<file path="src/rtl/vpa_pkg.sv">
// Shared constants and codes for the variable partition allocator.
`timescale 1ns / 1ps
package vpa_pkg;

  localparam int unsigned MaxProcsDef = 16;
  localparam int unsigned MaxFreeDef  = 17;
  localparam int unsigned AddrBitsDef = 16;

  localparam logic [15:0] MemSizeRst  = 16'd1024;
  localparam logic [15:0] MinSliceRst = 16'd10;

  // result status codes
  localparam logic [2:0] ST_OK      = 3'd0;
  localparam logic [2:0] ST_NOFIT   = 3'd1;
  localparam logic [2:0] ST_BADSIZE = 3'd2;
  localparam logic [2:0] ST_FULL    = 3'd3;
  localparam logic [2:0] ST_UNKNOWN = 3'd4;

  // configuration register indexes
  localparam logic [1:0] CFG_MEMSIZE  = 2'd0;
  localparam logic [1:0] CFG_POLICY   = 2'd1;
  localparam logic [1:0] CFG_MINSLICE = 2'd2;

  // fit policies; the unused code behaves as first fit
  localparam logic [1:0] POL_FIRST = 2'd0;
  localparam logic [1:0] POL_BEST  = 2'd1;
  localparam logic [1:0] POL_WORST = 2'd2;
  localparam logic [1:0] POL_SPARE = 2'd3;

  localparam logic OP_ALLOC = 1'b0;
  localparam logic OP_FREE  = 1'b1;

endpackage

</file>
<file path="src/rtl/vpa_ram.sv">
// Generic single write port RAM with registered read.
`timescale 1ns / 1ps
module vpa_ram #(
  parameter int unsigned Width = 8,
  parameter int unsigned Depth = 16
) (
  input  logic                     clk_i,
  input  logic                     we_i,
  input  logic [$clog2(Depth)-1:0] waddr_i,
  input  logic [Width-1:0]         wdata_i,
  input  logic [$clog2(Depth)-1:0] raddr_i,
  output logic [Width-1:0]         rdata_o
);

  logic [Width-1:0] mem_q [Depth];

  always_ff @(posedge clk_i) begin
    if (we_i) begin
      mem_q[waddr_i] <= wdata_i;
    end
    rdata_o <= mem_q[raddr_i];
  end

endmodule

</file>
<file path="src/rtl/variable_partition_allocator.sv">
// Top level of the variable partition allocator: sequencer over two table RAMs.
//
//  channel   signals                                          direction
//  --------  -----------------------------------------------  ---------
//  request   start, opcode_i, request_size_i,                  in
//            process_id_i (busy is out)
//  result    done_o, status_o, granted_id_o, start_address_o,  out
//            granted_size_o
//  config    cfg_valid_i, cfg_index_i, cfg_data_i;  in (cfg_ready_o out)
//
// Sequencing: one request at a time, every table access goes through a RAM port.
//   allocate: a free table scan, then an owned table scan per candidate
//   id tried (usually one); bad size or full table answer at once.
//   free: an owned table lookup of the id, then a free table merge scan.
// Reset clears the valid bits but that of free entry zero, which is seeded from
//   the memory size register, so no clearing pass is needed.
// done_o is a single-cycle strobe; the receiver cannot stall it.
`timescale 1ns / 1ps
module variable_partition_allocator #(
  parameter int unsigned MAX_PROCS = vpa_pkg::MaxProcsDef,
  parameter int unsigned MAX_FREE  = vpa_pkg::MaxFreeDef,
  parameter int unsigned ADDR_BITS = vpa_pkg::AddrBitsDef
) (
  input  logic        clk_i,
  input  logic        rst_ni,
  input  logic        start,
  output logic        busy,
  input  logic        opcode_i,
  input  logic [15:0] request_size_i,
  input  logic [7:0]  process_id_i,
  output logic        done_o,
  output logic [2:0]  status_o,
  output logic [7:0]  granted_id_o,
  output logic [15:0] start_address_o,
  output logic [15:0] granted_size_o,
  input  logic        cfg_valid_i,
  output logic        cfg_ready_o,
  input  logic [1:0]  cfg_index_i,
  input  logic [15:0] cfg_data_i
);
  import vpa_pkg::*;

  localparam int unsigned AB  = ADDR_BITS;
  localparam int unsigned CW  = (AB > 16) ? AB : 16;
  localparam int unsigned FW  = 2 * AB;
  localparam int unsigned OW  = 8 + 2 * AB;
  localparam int unsigned FI  = $clog2(MAX_FREE);
  localparam int unsigned PI  = $clog2(MAX_PROCS);
  localparam int unsigned SCW = $clog2(((MAX_FREE > MAX_PROCS) ? MAX_FREE : MAX_PROCS) + 1);
  localparam logic [CW-1:0]  AddrMaskX = CW'({AB{1'b1}});
  localparam logic [SCW-1:0] FreeLast  = SCW'(MAX_FREE - 1);
  localparam logic [SCW-1:0] ProcLast  = SCW'(MAX_PROCS - 1);
  localparam logic [SCW-1:0] FreeLim   = SCW'(MAX_FREE);
  localparam logic [SCW-1:0] ProcLim   = SCW'(MAX_PROCS);

  // sequencer states
  localparam logic [2:0] S_IDLE   = 3'd0;
  localparam logic [2:0] S_AFSCAN = 3'd1;  // free table scan for a fit
  localparam logic [2:0] S_AIDCHK = 3'd2;  // step past id zero
  localparam logic [2:0] S_AIDSCN = 3'd3;  // owned table scan for id clash
  localparam logic [2:0] S_FOSCAN = 3'd4;  // owned table lookup of the id
  localparam logic [2:0] S_FMSCAN = 3'd5;  // free table scan for neighbors

  logic [2:0] state_q, state_d;

  // configuration
  logic [15:0] memsz_q, memsz_d;
  logic [1:0]  policy_q, policy_d;
  logic [15:0] minsl_q, minsl_d;

  // table valid bits and the seed flag for free entry zero
  logic [MAX_FREE-1:0]  fvalid_q, fvalid_d;
  logic [MAX_PROCS-1:0] ovalid_q, ovalid_d;
  logic                 seed_q, seed_d;
  logic [7:0]           last_id_q, last_id_d;

  // scan control
  logic [SCW-1:0] sc_q, sc_d, ev_q, ev_d;
  logic           rv_q, rv_d;

  // request
  logic [15:0] size_q, size_d;
  logic [7:0]  pid_q, pid_d;
  logic [PI-1:0] slot_q, slot_d;

  // allocate working registers
  logic          pickv_q, pickv_d;
  logic [FI-1:0] pidx_q, pidx_d;
  logic [AB-1:0] pstart_q, pstart_d, plen_q, plen_d;
  logic [AB-1:0] gstart_q, gstart_d, glen_q, glen_d;
  logic [7:0]    cand_q, cand_d;
  logic          hit_q, hit_d;

  // free working registers
  logic          found_q, found_d;
  logic [PI-1:0] own_q, own_d;
  logic [AB-1:0] ostart_q, ostart_d, olen_q, olen_d;
  logic          lf_q, lf_d, rf_q, rf_d;
  logic [FI-1:0] lidx_q, lidx_d, ridx_q, ridx_d;
  logic [AB-1:0] lstart_q, lstart_d, llen_q, llen_d, rlen_q, rlen_d;

  // result
  logic        done_q, done_d;
  logic [2:0]  status_q, status_d;
  logic [7:0]  gid_q, gid_d;
  logic [15:0] saddr_q, saddr_d, gsize_q, gsize_d;

  // RAM ports
  logic          fwe, owe;
  logic [FI-1:0] fwaddr;
  logic [PI-1:0] owaddr;
  logic [FW-1:0] fwdata, frdata;
  logic [OW-1:0] owdata, ordata;

  vpa_ram #(.Width(FW), .Depth(MAX_FREE)) u_free_ram (
    .clk_i   (clk_i),
    .we_i    (fwe),
    .waddr_i (fwaddr),
    .wdata_i (fwdata),
    .raddr_i (sc_q[FI-1:0]),
    .rdata_o (frdata)
  );

  vpa_ram #(.Width(OW), .Depth(MAX_PROCS)) u_owned_ram (
    .clk_i   (clk_i),
    .we_i    (owe),
    .waddr_i (owaddr),
    .wdata_i (owdata),
    .raddr_i (sc_q[PI-1:0]),
    .rdata_o (ordata)
  );

  // seed length saturates to the address range
  logic [CW-1:0] memsz_x;
  logic [AB-1:0] seed_len;
  assign memsz_x  = CW'(memsz_q);
  assign seed_len = AB'((memsz_x > AddrMaskX) ? AddrMaskX : memsz_x);

  // decoded read data of the entry under evaluation
  logic          seed_hit, f_val, o_val;
  logic [AB-1:0] f_start, f_len, o_start, o_len;
  logic [7:0]    o_id;
  assign seed_hit = seed_q && (ev_q == '0);
  assign f_start  = seed_hit ? '0 : frdata[FW-1:AB];
  assign f_len    = seed_hit ? seed_len : frdata[AB-1:0];
  assign f_val    = rv_q && fvalid_q[ev_q[FI-1:0]];
  assign o_id     = ordata[OW-1:FW];
  assign o_start  = ordata[FW-1:AB];
  assign o_len    = ordata[AB-1:0];
  assign o_val    = rv_q && ovalid_q[ev_q[PI-1:0]];

  // lowest free slots from the valid bits
  logic          oslot_ok, fslot_ok;
  logic [PI-1:0] oslot;
  logic [FI-1:0] fslot;
  always_comb begin
    oslot_ok = 1'b0;
    oslot    = '0;
    for (int i = MAX_PROCS - 1; i >= 0; i--) begin
      if (!ovalid_q[i]) begin
        oslot_ok = 1'b1;
        oslot    = PI'(i);
      end
    end
    fslot_ok = 1'b0;
    fslot    = '0;
    for (int i = MAX_FREE - 1; i >= 0; i--) begin
      if (!fvalid_q[i]) begin
        fslot_ok = 1'b1;
        fslot    = FI'(i);
      end
    end
  end

  // fit choice for the current entry
  logic          fits, better, take;
  logic          npv;
  logic [FI-1:0] nidx;
  logic [AB-1:0] nstart, nlen;
  always_comb begin
    fits = f_val && (CW'(f_len) >= CW'(size_q));
    unique case (policy_q)
      POL_BEST:  better = (f_len < plen_q) || ((f_len == plen_q) && (f_start < pstart_q));
      POL_WORST: better = (f_len > plen_q) || ((f_len == plen_q) && (f_start < pstart_q));
      default:   better = f_start < pstart_q;
    endcase
    take   = fits && (!pickv_q || better);
    npv    = pickv_q || take;
    nidx   = take ? ev_q[FI-1:0] : pidx_q;
    nstart = take ? f_start : pstart_q;
    nlen   = take ? f_len : plen_q;
  end

  // neighbor match for the extent being freed
  logic [AB:0]   oend, fend;
  logic          ml, mr, nlf, nrf;
  logic [FI-1:0] nlidx, nridx;
  logic [AB-1:0] nlstart, nllen, nrlen;
  always_comb begin
    oend    = {1'b0, ostart_q} + {1'b0, olen_q};
    fend    = {1'b0, f_start} + {1'b0, f_len};
    ml      = f_val && !lf_q && (fend == {1'b0, ostart_q});
    mr      = f_val && !rf_q && ({1'b0, f_start} == oend);
    nlf     = lf_q || ml;
    nrf     = rf_q || mr;
    nlidx   = ml ? ev_q[FI-1:0] : lidx_q;
    nlstart = ml ? f_start : lstart_q;
    nllen   = ml ? f_len : llen_q;
    nridx   = mr ? ev_q[FI-1:0] : ridx_q;
    nrlen   = mr ? f_len : rlen_q;
  end

  logic [CW-1:0] leftover;
  logic          idm, ownm;
  assign leftover = CW'(nlen) - CW'(size_q);
  assign idm      = o_val && (o_id == cand_q);
  assign ownm     = o_val && !found_q && (o_id == pid_q);

  always_comb begin
    state_d   = state_q;
    memsz_d   = memsz_q;
    policy_d  = policy_q;
    minsl_d   = minsl_q;
    fvalid_d  = fvalid_q;
    ovalid_d  = ovalid_q;
    seed_d    = seed_q;
    last_id_d = last_id_q;
    sc_d      = sc_q;
    ev_d      = sc_q;
    rv_d      = 1'b0;
    size_d    = size_q;
    pid_d     = pid_q;
    slot_d    = slot_q;
    pickv_d   = pickv_q;
    pidx_d    = pidx_q;
    pstart_d  = pstart_q;
    plen_d    = plen_q;
    gstart_d  = gstart_q;
    glen_d    = glen_q;
    cand_d    = cand_q;
    hit_d     = hit_q;
    found_d   = found_q;
    own_d     = own_q;
    ostart_d  = ostart_q;
    olen_d    = olen_q;
    lf_d      = lf_q;
    rf_d      = rf_q;
    lidx_d    = lidx_q;
    ridx_d    = ridx_q;
    lstart_d  = lstart_q;
    llen_d    = llen_q;
    rlen_d    = rlen_q;
    done_d    = 1'b0;
    status_d  = status_q;
    gid_d     = gid_q;
    saddr_d   = saddr_q;
    gsize_d   = gsize_q;
    fwe       = 1'b0;
    fwaddr    = '0;
    fwdata    = '0;
    owe       = 1'b0;
    owaddr    = slot_q;
    owdata    = {cand_q, gstart_q, glen_q};

    unique case (state_q)
      S_IDLE: begin
        sc_d = '0;
        if (start) begin
          size_d  = request_size_i;
          pid_d   = process_id_i;
          found_d = 1'b0;
          pickv_d = 1'b0;
          slot_d  = oslot;
          if (opcode_i == OP_FREE) begin
            state_d = S_FOSCAN;
          end else if (request_size_i == '0) begin
            done_d   = 1'b1;
            status_d = ST_BADSIZE;
            gid_d    = '0;
            saddr_d  = '0;
            gsize_d  = '0;
          end else if (!oslot_ok) begin
            done_d   = 1'b1;
            status_d = ST_FULL;
            gid_d    = '0;
            saddr_d  = '0;
            gsize_d  = '0;
          end else begin
            state_d = S_AFSCAN;
          end
        end
      end

      S_AFSCAN: begin
        rv_d    = sc_q != FreeLim;
        sc_d    = rv_d ? sc_q + 1'b1 : sc_q;
        pickv_d = npv;
        pidx_d  = nidx;
        pstart_d = nstart;
        plen_d  = nlen;
        if (rv_q && ev_q == FreeLast) begin
          rv_d = 1'b0;
          if (!npv) begin
            done_d   = 1'b1;
            status_d = ST_NOFIT;
            gid_d    = '0;
            saddr_d  = '0;
            gsize_d  = '0;
            state_d  = S_IDLE;
          end else begin
            gstart_d = nstart;
            if (leftover <= CW'(minsl_q)) begin
              fvalid_d[nidx] = 1'b0;
              glen_d         = nlen;
            end else begin
              fwe    = 1'b1;
              fwaddr = nidx;
              fwdata = {nstart + AB'(size_q), AB'(leftover)};
              glen_d = AB'(size_q);
            end
            cand_d  = last_id_q + 8'd1;
            state_d = S_AIDCHK;
          end
        end
      end

      S_AIDCHK: begin
        sc_d  = '0;
        hit_d = 1'b0;
        if (cand_q == '0) begin
          cand_d = 8'd1;
        end else begin
          state_d = S_AIDSCN;
        end
      end

      S_AIDSCN: begin
        rv_d  = sc_q != ProcLim;
        sc_d  = rv_d ? sc_q + 1'b1 : sc_q;
        hit_d = hit_q || idm;
        if (rv_q && ev_q == ProcLast) begin
          rv_d = 1'b0;
          if (hit_q || idm) begin
            cand_d  = cand_q + 8'd1;
            state_d = S_AIDCHK;
          end else begin
            owe              = 1'b1;
            ovalid_d[slot_q] = 1'b1;
            last_id_d        = cand_q;
            done_d           = 1'b1;
            status_d         = ST_OK;
            gid_d            = cand_q;
            saddr_d          = 16'(gstart_q);
            gsize_d          = 16'(glen_q);
            state_d          = S_IDLE;
          end
        end
      end

      S_FOSCAN: begin
        rv_d = sc_q != ProcLim;
        sc_d = rv_d ? sc_q + 1'b1 : sc_q;
        if (ownm) begin
          found_d  = 1'b1;
          own_d    = ev_q[PI-1:0];
          ostart_d = o_start;
          olen_d   = o_len;
        end
        if (rv_q && ev_q == ProcLast) begin
          rv_d = 1'b0;
          sc_d = '0;
          lf_d = 1'b0;
          rf_d = 1'b0;
          if (!(found_q || ownm)) begin
            done_d   = 1'b1;
            status_d = ST_UNKNOWN;
            gid_d    = '0;
            saddr_d  = '0;
            gsize_d  = '0;
            state_d  = S_IDLE;
          end else begin
            state_d = S_FMSCAN;
          end
        end
      end

      S_FMSCAN: begin
        rv_d     = sc_q != FreeLim;
        sc_d     = rv_d ? sc_q + 1'b1 : sc_q;
        lf_d     = nlf;
        rf_d     = nrf;
        lidx_d   = nlidx;
        ridx_d   = nridx;
        lstart_d = nlstart;
        llen_d   = nllen;
        rlen_d   = nrlen;
        if (rv_q && ev_q == FreeLast) begin
          rv_d    = 1'b0;
          state_d = S_IDLE;
          done_d  = 1'b1;
          gid_d   = '0;
          if (!nlf && !nrf && !fslot_ok) begin
            status_d = ST_FULL;
            saddr_d  = '0;
            gsize_d  = '0;
          end else begin
            fwe = 1'b1;
            priority if (nlf && nrf) begin
              fwaddr          = nlidx;
              fwdata          = {nlstart, nllen + olen_q + nrlen};
              fvalid_d[nridx] = 1'b0;
            end else if (nlf) begin
              fwaddr = nlidx;
              fwdata = {nlstart, nllen + olen_q};
            end else if (nrf) begin
              fwaddr = nridx;
              fwdata = {ostart_q, nrlen + olen_q};
            end else begin
              fwaddr          = fslot;
              fwdata          = {ostart_q, olen_q};
              fvalid_d[fslot] = 1'b1;
            end
            ovalid_d[own_q] = 1'b0;
            status_d        = ST_OK;
            saddr_d         = 16'(ostart_q);
            gsize_d         = 16'(olen_q);
          end
        end
      end

      default: begin
        state_d = S_IDLE;
      end
    endcase

    // a real write to entry zero replaces the seeded contents
    if (fwe && fwaddr == '0) begin
      seed_d = 1'b0;
    end

    // configuration writes must arrive only while the block is idle; the block itself does not enforce this
    if (cfg_valid_i) begin
      unique case (cfg_index_i)
        CFG_MEMSIZE: begin
          memsz_d     = cfg_data_i;
          fvalid_d    = '0;
          fvalid_d[0] = cfg_data_i != '0;
          ovalid_d    = '0;
          seed_d      = 1'b1;
          last_id_d   = '0;
        end
        CFG_POLICY:   policy_d = cfg_data_i[1:0];
        CFG_MINSLICE: minsl_d  = cfg_data_i;
        default: begin
        end
      endcase
    end
  end

  always_ff @(posedge clk_i or negedge rst_ni) begin
    if (!rst_ni) begin
      state_q   <= S_IDLE;
      memsz_q   <= MemSizeRst;
      policy_q  <= POL_FIRST;
      minsl_q   <= MinSliceRst;
      fvalid_q  <= MAX_FREE'(1);
      ovalid_q  <= '0;
      seed_q    <= 1'b1;
      last_id_q <= '0;
      sc_q      <= '0;
      ev_q      <= '0;
      rv_q      <= 1'b0;
      done_q    <= 1'b0;
    end else begin
      state_q   <= state_d;
      memsz_q   <= memsz_d;
      policy_q  <= policy_d;
      minsl_q   <= minsl_d;
      fvalid_q  <= fvalid_d;
      ovalid_q  <= ovalid_d;
      seed_q    <= seed_d;
      last_id_q <= last_id_d;
      sc_q      <= sc_d;
      ev_q      <= ev_d;
      rv_q      <= rv_d;
      done_q    <= done_d;
    end
  end

  always_ff @(posedge clk_i) begin
    size_q   <= size_d;
    pid_q    <= pid_d;
    slot_q   <= slot_d;
    pickv_q  <= pickv_d;
    pidx_q   <= pidx_d;
    pstart_q <= pstart_d;
    plen_q   <= plen_d;
    gstart_q <= gstart_d;
    glen_q   <= glen_d;
    cand_q   <= cand_d;
    hit_q    <= hit_d;
    found_q  <= found_d;
    own_q    <= own_d;
    ostart_q <= ostart_d;
    olen_q   <= olen_d;
    lf_q     <= lf_d;
    rf_q     <= rf_d;
    lidx_q   <= lidx_d;
    ridx_q   <= ridx_d;
    lstart_q <= lstart_d;
    llen_q   <= llen_d;
    rlen_q   <= rlen_d;
    status_q <= status_d;
    gid_q    <= gid_d;
    saddr_q  <= saddr_d;
    gsize_q  <= gsize_d;
  end

  assign busy            = state_q != S_IDLE;
  assign cfg_ready_o     = 1'b1;
  assign done_o          = done_q;
  assign status_o        = status_q;
  assign granted_id_o    = gid_q;
  assign start_address_o = saddr_q;
  assign granted_size_o  = gsize_q;

endmodule

</file>
<file path="config.mk">
export PLATFORM = sky130hd
export DESIGN_NAME = variable_partition_allocator
export DESIGN_NICKNAME = d
export VERILOG_FILES = /design/src/rtl/vpa_pkg.sv /design/src/rtl/vpa_ram.sv /design/src/rtl/variable_partition_allocator.sv
export SDC_FILE = /design/constraint.sdc
export NUM_CORES = 2
export LEC_CHECK = 0
export BUFFER_PORTS_ARGS = -buffer_cell sky130_fd_sc_hd__buf_2
export CORE_ASPECT_RATIO = 0.7
export CORE_MARGIN = 2
export CORE_UTILIZATION = 40
export CTS_CLUSTER_SIZE = 24
export DETAILED_ROUTE_END_ITERATION = 10
export PLACE_DENSITY = 0.65
export SYNTH_ARGS = -nofsm -noshare
export SYNTH_HDL_FRONTEND = slang
export SYNTH_SLANG_ARGS = --single-unit
</file>
<file path="constraint.sdc">
create_clock -name clk_i -period 14.9 [get_ports clk_i]
set_input_delay 0 -clock clk_i [delete_from_list [all_inputs] [get_ports clk_i]]
set_output_delay 0 -clock clk_i [all_outputs]
set_load 0.02 [all_outputs]
</file>
==> reports/metrics.cfg <==
[power_and_ir_drop]
leakagePower_nw=28.33
peakVddDrop_mv=0.1744
finalPower_mw=13.60
p_per_area_mw_per_mm2=172.1

[global_routing]
grt_pass1_vias=39230
grt_max_degree=133
grt_pass1_wl_mm=284.5
grt_overflow=0
grt_util_all_layers=0.2227
antenna_found_initial=11

[critical_path]
critPathCaptureType=register
cp_data_arrival_time_ns=12.15
cp.depth=37
endpoint=u_free_ram.mem_q[13][14]
r2r_slack_ns=3.15
max_stage_delay_ns=1.08
crit_top_cell=buf_4
cp_slowest_cell=nor2_4
reg2reg_from=ev_q[3]
cp.required_ns=15.30
cp_top_family=compound AO/OA/AOI/OAI gates
path_max_fanout=66
critical_path_class=register to register
startpoint=ev_q[3]
rr_endpoint=u_free_ram.mem_q[13][14]
crit_buf_inv=5
r2r_cells=37
worstSetupStartpointType=register

[floorplan]
io_pins=93
initial_utilization=0.4039
placementRows=127
die_y_um=352.4
die_area_mm2=0.1768
die_w_um=501.8
core_mm2=0.1718

[synth]
ys_seq_area_frac=0.6731
yosysTopAreaCell=edfxtp_1
synth_cells=4222
synth_area_mm2=0.06937
avgSynthCellArea_um2=16.43
synthTopCellsByArea=edfxtp_1 (62%), mux4_2 (12%), ha_1 (3.2%)
synth_ff_type=edfxtp_1
yosysMostFrequentCell=edfxtp_1
synth_common_cells=edfxtp_1 (1431), mux4_2 (368), nand2_1 (310)
yosysWarningCount=0
synth_fp_nets=4451
postSynth.asyncResetShare=0.05709
synth_top_cell_area_share=0.6194
synth-edff-count=1431
ys_ff_latch=1594
synth.distinct_cells=97

[timing]
setup_viol=0
min_period_ns=11.75
fin_setup_tns_ns=0
worst_pin_slew_ns=1.301
post-route-period-util=0.7888
timing.final.hold_violations=0
fin_skew_ns=0.03841
rsz0062_at_grt=no
max_freq_mhz=85.09
final-max-slew-violation-count=0
max_slew_margin=0.1326

[clocking]
clk_pin_slew_ns=0.06
clock_latency_ns=0.82
clock_path_buffers=3
root_buffer=clkbuf_16
htreeDepth=4
postCtsSetupBuffers=0
clkSinkCount=1594
cts_buffers=154
cts_tree=yes

[routing]
first_pass_iters=6
drtIter0Drc=5711
dr_total_vias=41200
vias_per_cell=5.960
ant_nets=0
routedWlPerCell_um=28.76
finalWirelength_mm=198.8
drc=0

[min_path]
min_path_type=input port to register

[cells_and_area]
syn2layout_area_growth_pct=13.88
fin_cells=6913
diodes=0
fin_nets=4690
drive_gt1_frac=0.2076
seqCellArea_mm2=0.04671
multi_input_area_mm2=0.02171
final.fill_count=14570

[place]
gp_congestion=0.9676
hpwlAfterDp_mm=127.3
io_buffers=91
dp_cells=6542

[outcome]
outcome=finished clean

[job]
maxCapViolCount=0

-- cell type report --
class | instances | area share
Clock buffer | 209 | 0.05424
Clock inverter | 77 | 0.009455
Inverter | 171 | 0.008125
Multi-Input combinational cell | 2279 | 0.2748
Sequential cell | 1594 | 0.5913
Tap cell | 2322 | 0.03677
Timing Repair Buffer | 261 | 0.02531
-- cells by family after synthesis --
kind of cell / share of synthesized area
and+or+nand+nor: 0.05836
muxes: 0.1352
xor gates and xnor gates: 0.01784
buffers and inverters: 0.01935
other: 0.00005406
DFF: 0.6731
AOI/OAI and AO/OA: 0.06248
adders and majority gates: 0.03358
-- through the flow --
| stage | utilization | setup WS, ns | cell area [um2] | hold slack, ns |
|---|---|---|---|---|
| 4_1_cts | 0.4599 | 3.244 | 78990 | 0.0007674 |
| 6_report | 0.4599 | 3.147 | 79000 | 0.04591 |
| 3_3_place_gp | 0.4256 | 3.563 | 73100 | 0.04322 |
| 2_1_floorplan | - | 2.064 | 69370 | -0.2956 |
| 5_1_grt | 0.4599 | 2.226 | 79000 | 0.03015 |
| 3_5_place_dp | 0.4256 | 3.307 | 73100 | 0.04793 |
-- worst register-to-register path: cells and delay by family (launching register included) --
family	cells	cell delay [ns]
buf+inv	5	1.69
compound gates	16	4.17
flops	1	0.59
mux	1	0.37
simple gates	11	3.30
xor+xnor	1	0.18
fa+ha+maj	3	1.02
-- sequential cells by signal, indices dropped and copies added (netlist names), 16 cells and up --
name                 cells
minsl_q                 16
llen_q                  16
glen_q                  16
plen_q                  16
pstart_q                16
size_q                  16
olen_q                  16
lstart_q                16
start_address_o         16
ovalid_q                16
u_owned_ram.rdata_o     40
memsz_q                 16
rlen_q                  16
u_owned_ram.mem_q      640
gstart_q                16
ostart_q                16
fvalid_q                17
granted_size_o          16
u_free_ram.mem_q       544
u_free_ram.rdata_o      32
-- report_power, final --
part | internal (mW) | switching (mW)
registers | 5.15 | 0.224
clock network | 2.19 | 1.72
logic | 1.72 | 2.59
-- cells in the final DEF, fill, tap and decap left out, types with 50 or more instances in the layout --
cell type / n
buf_2: 90
dfxtp_1: 72
ha_1: 175
nor2_1: 162
dlygate4sd3_1: 83
xor2_1: 61
mux4_2: 368
nand2_1: 310
mux2_2: 73
xnor2_1: 74
clkbuf_16: 158
nor3_1: 50
o21ai_0: 178
buf_4: 84
edfxtp_1: 1431
inv_1: 157
dfrtp_1: 81
nand3_1: 54
a21oi_1: 145
-- metal layers --
layer | vias up | track usage | part of all wire
li1 | 17230 | - | -
met1 | 21530 | 0.3427 | 0.44
met2 | 2194 | 0.3154 | 0.43
met3 | 248 | 0.05112 | 0.10
met4 | 4 | 0.05982 | 0.023
met5 | - | 0 | 0.00012
-- timing repair --
action	4_1_cts	5_1_grt
gates resized for setup	0	0
hold endpoints to repair	185	0
hold buffers	84	0
-- worst min path at each step --
stage,startpoint,endpoint,depth (start not counted)
final,request_size_i[2],size_q[2],2
after global routing,request_size_i[2],size_q[2],2
after CTS,request_size_i[2],size_q[2],2
after detailed placement,rst_ni,done_o,1
after global placement,rst_ni,done_o,1
after floorplan,rst_ni,done_o,0
Note: power is estimated with default switching activity, not from simulation.
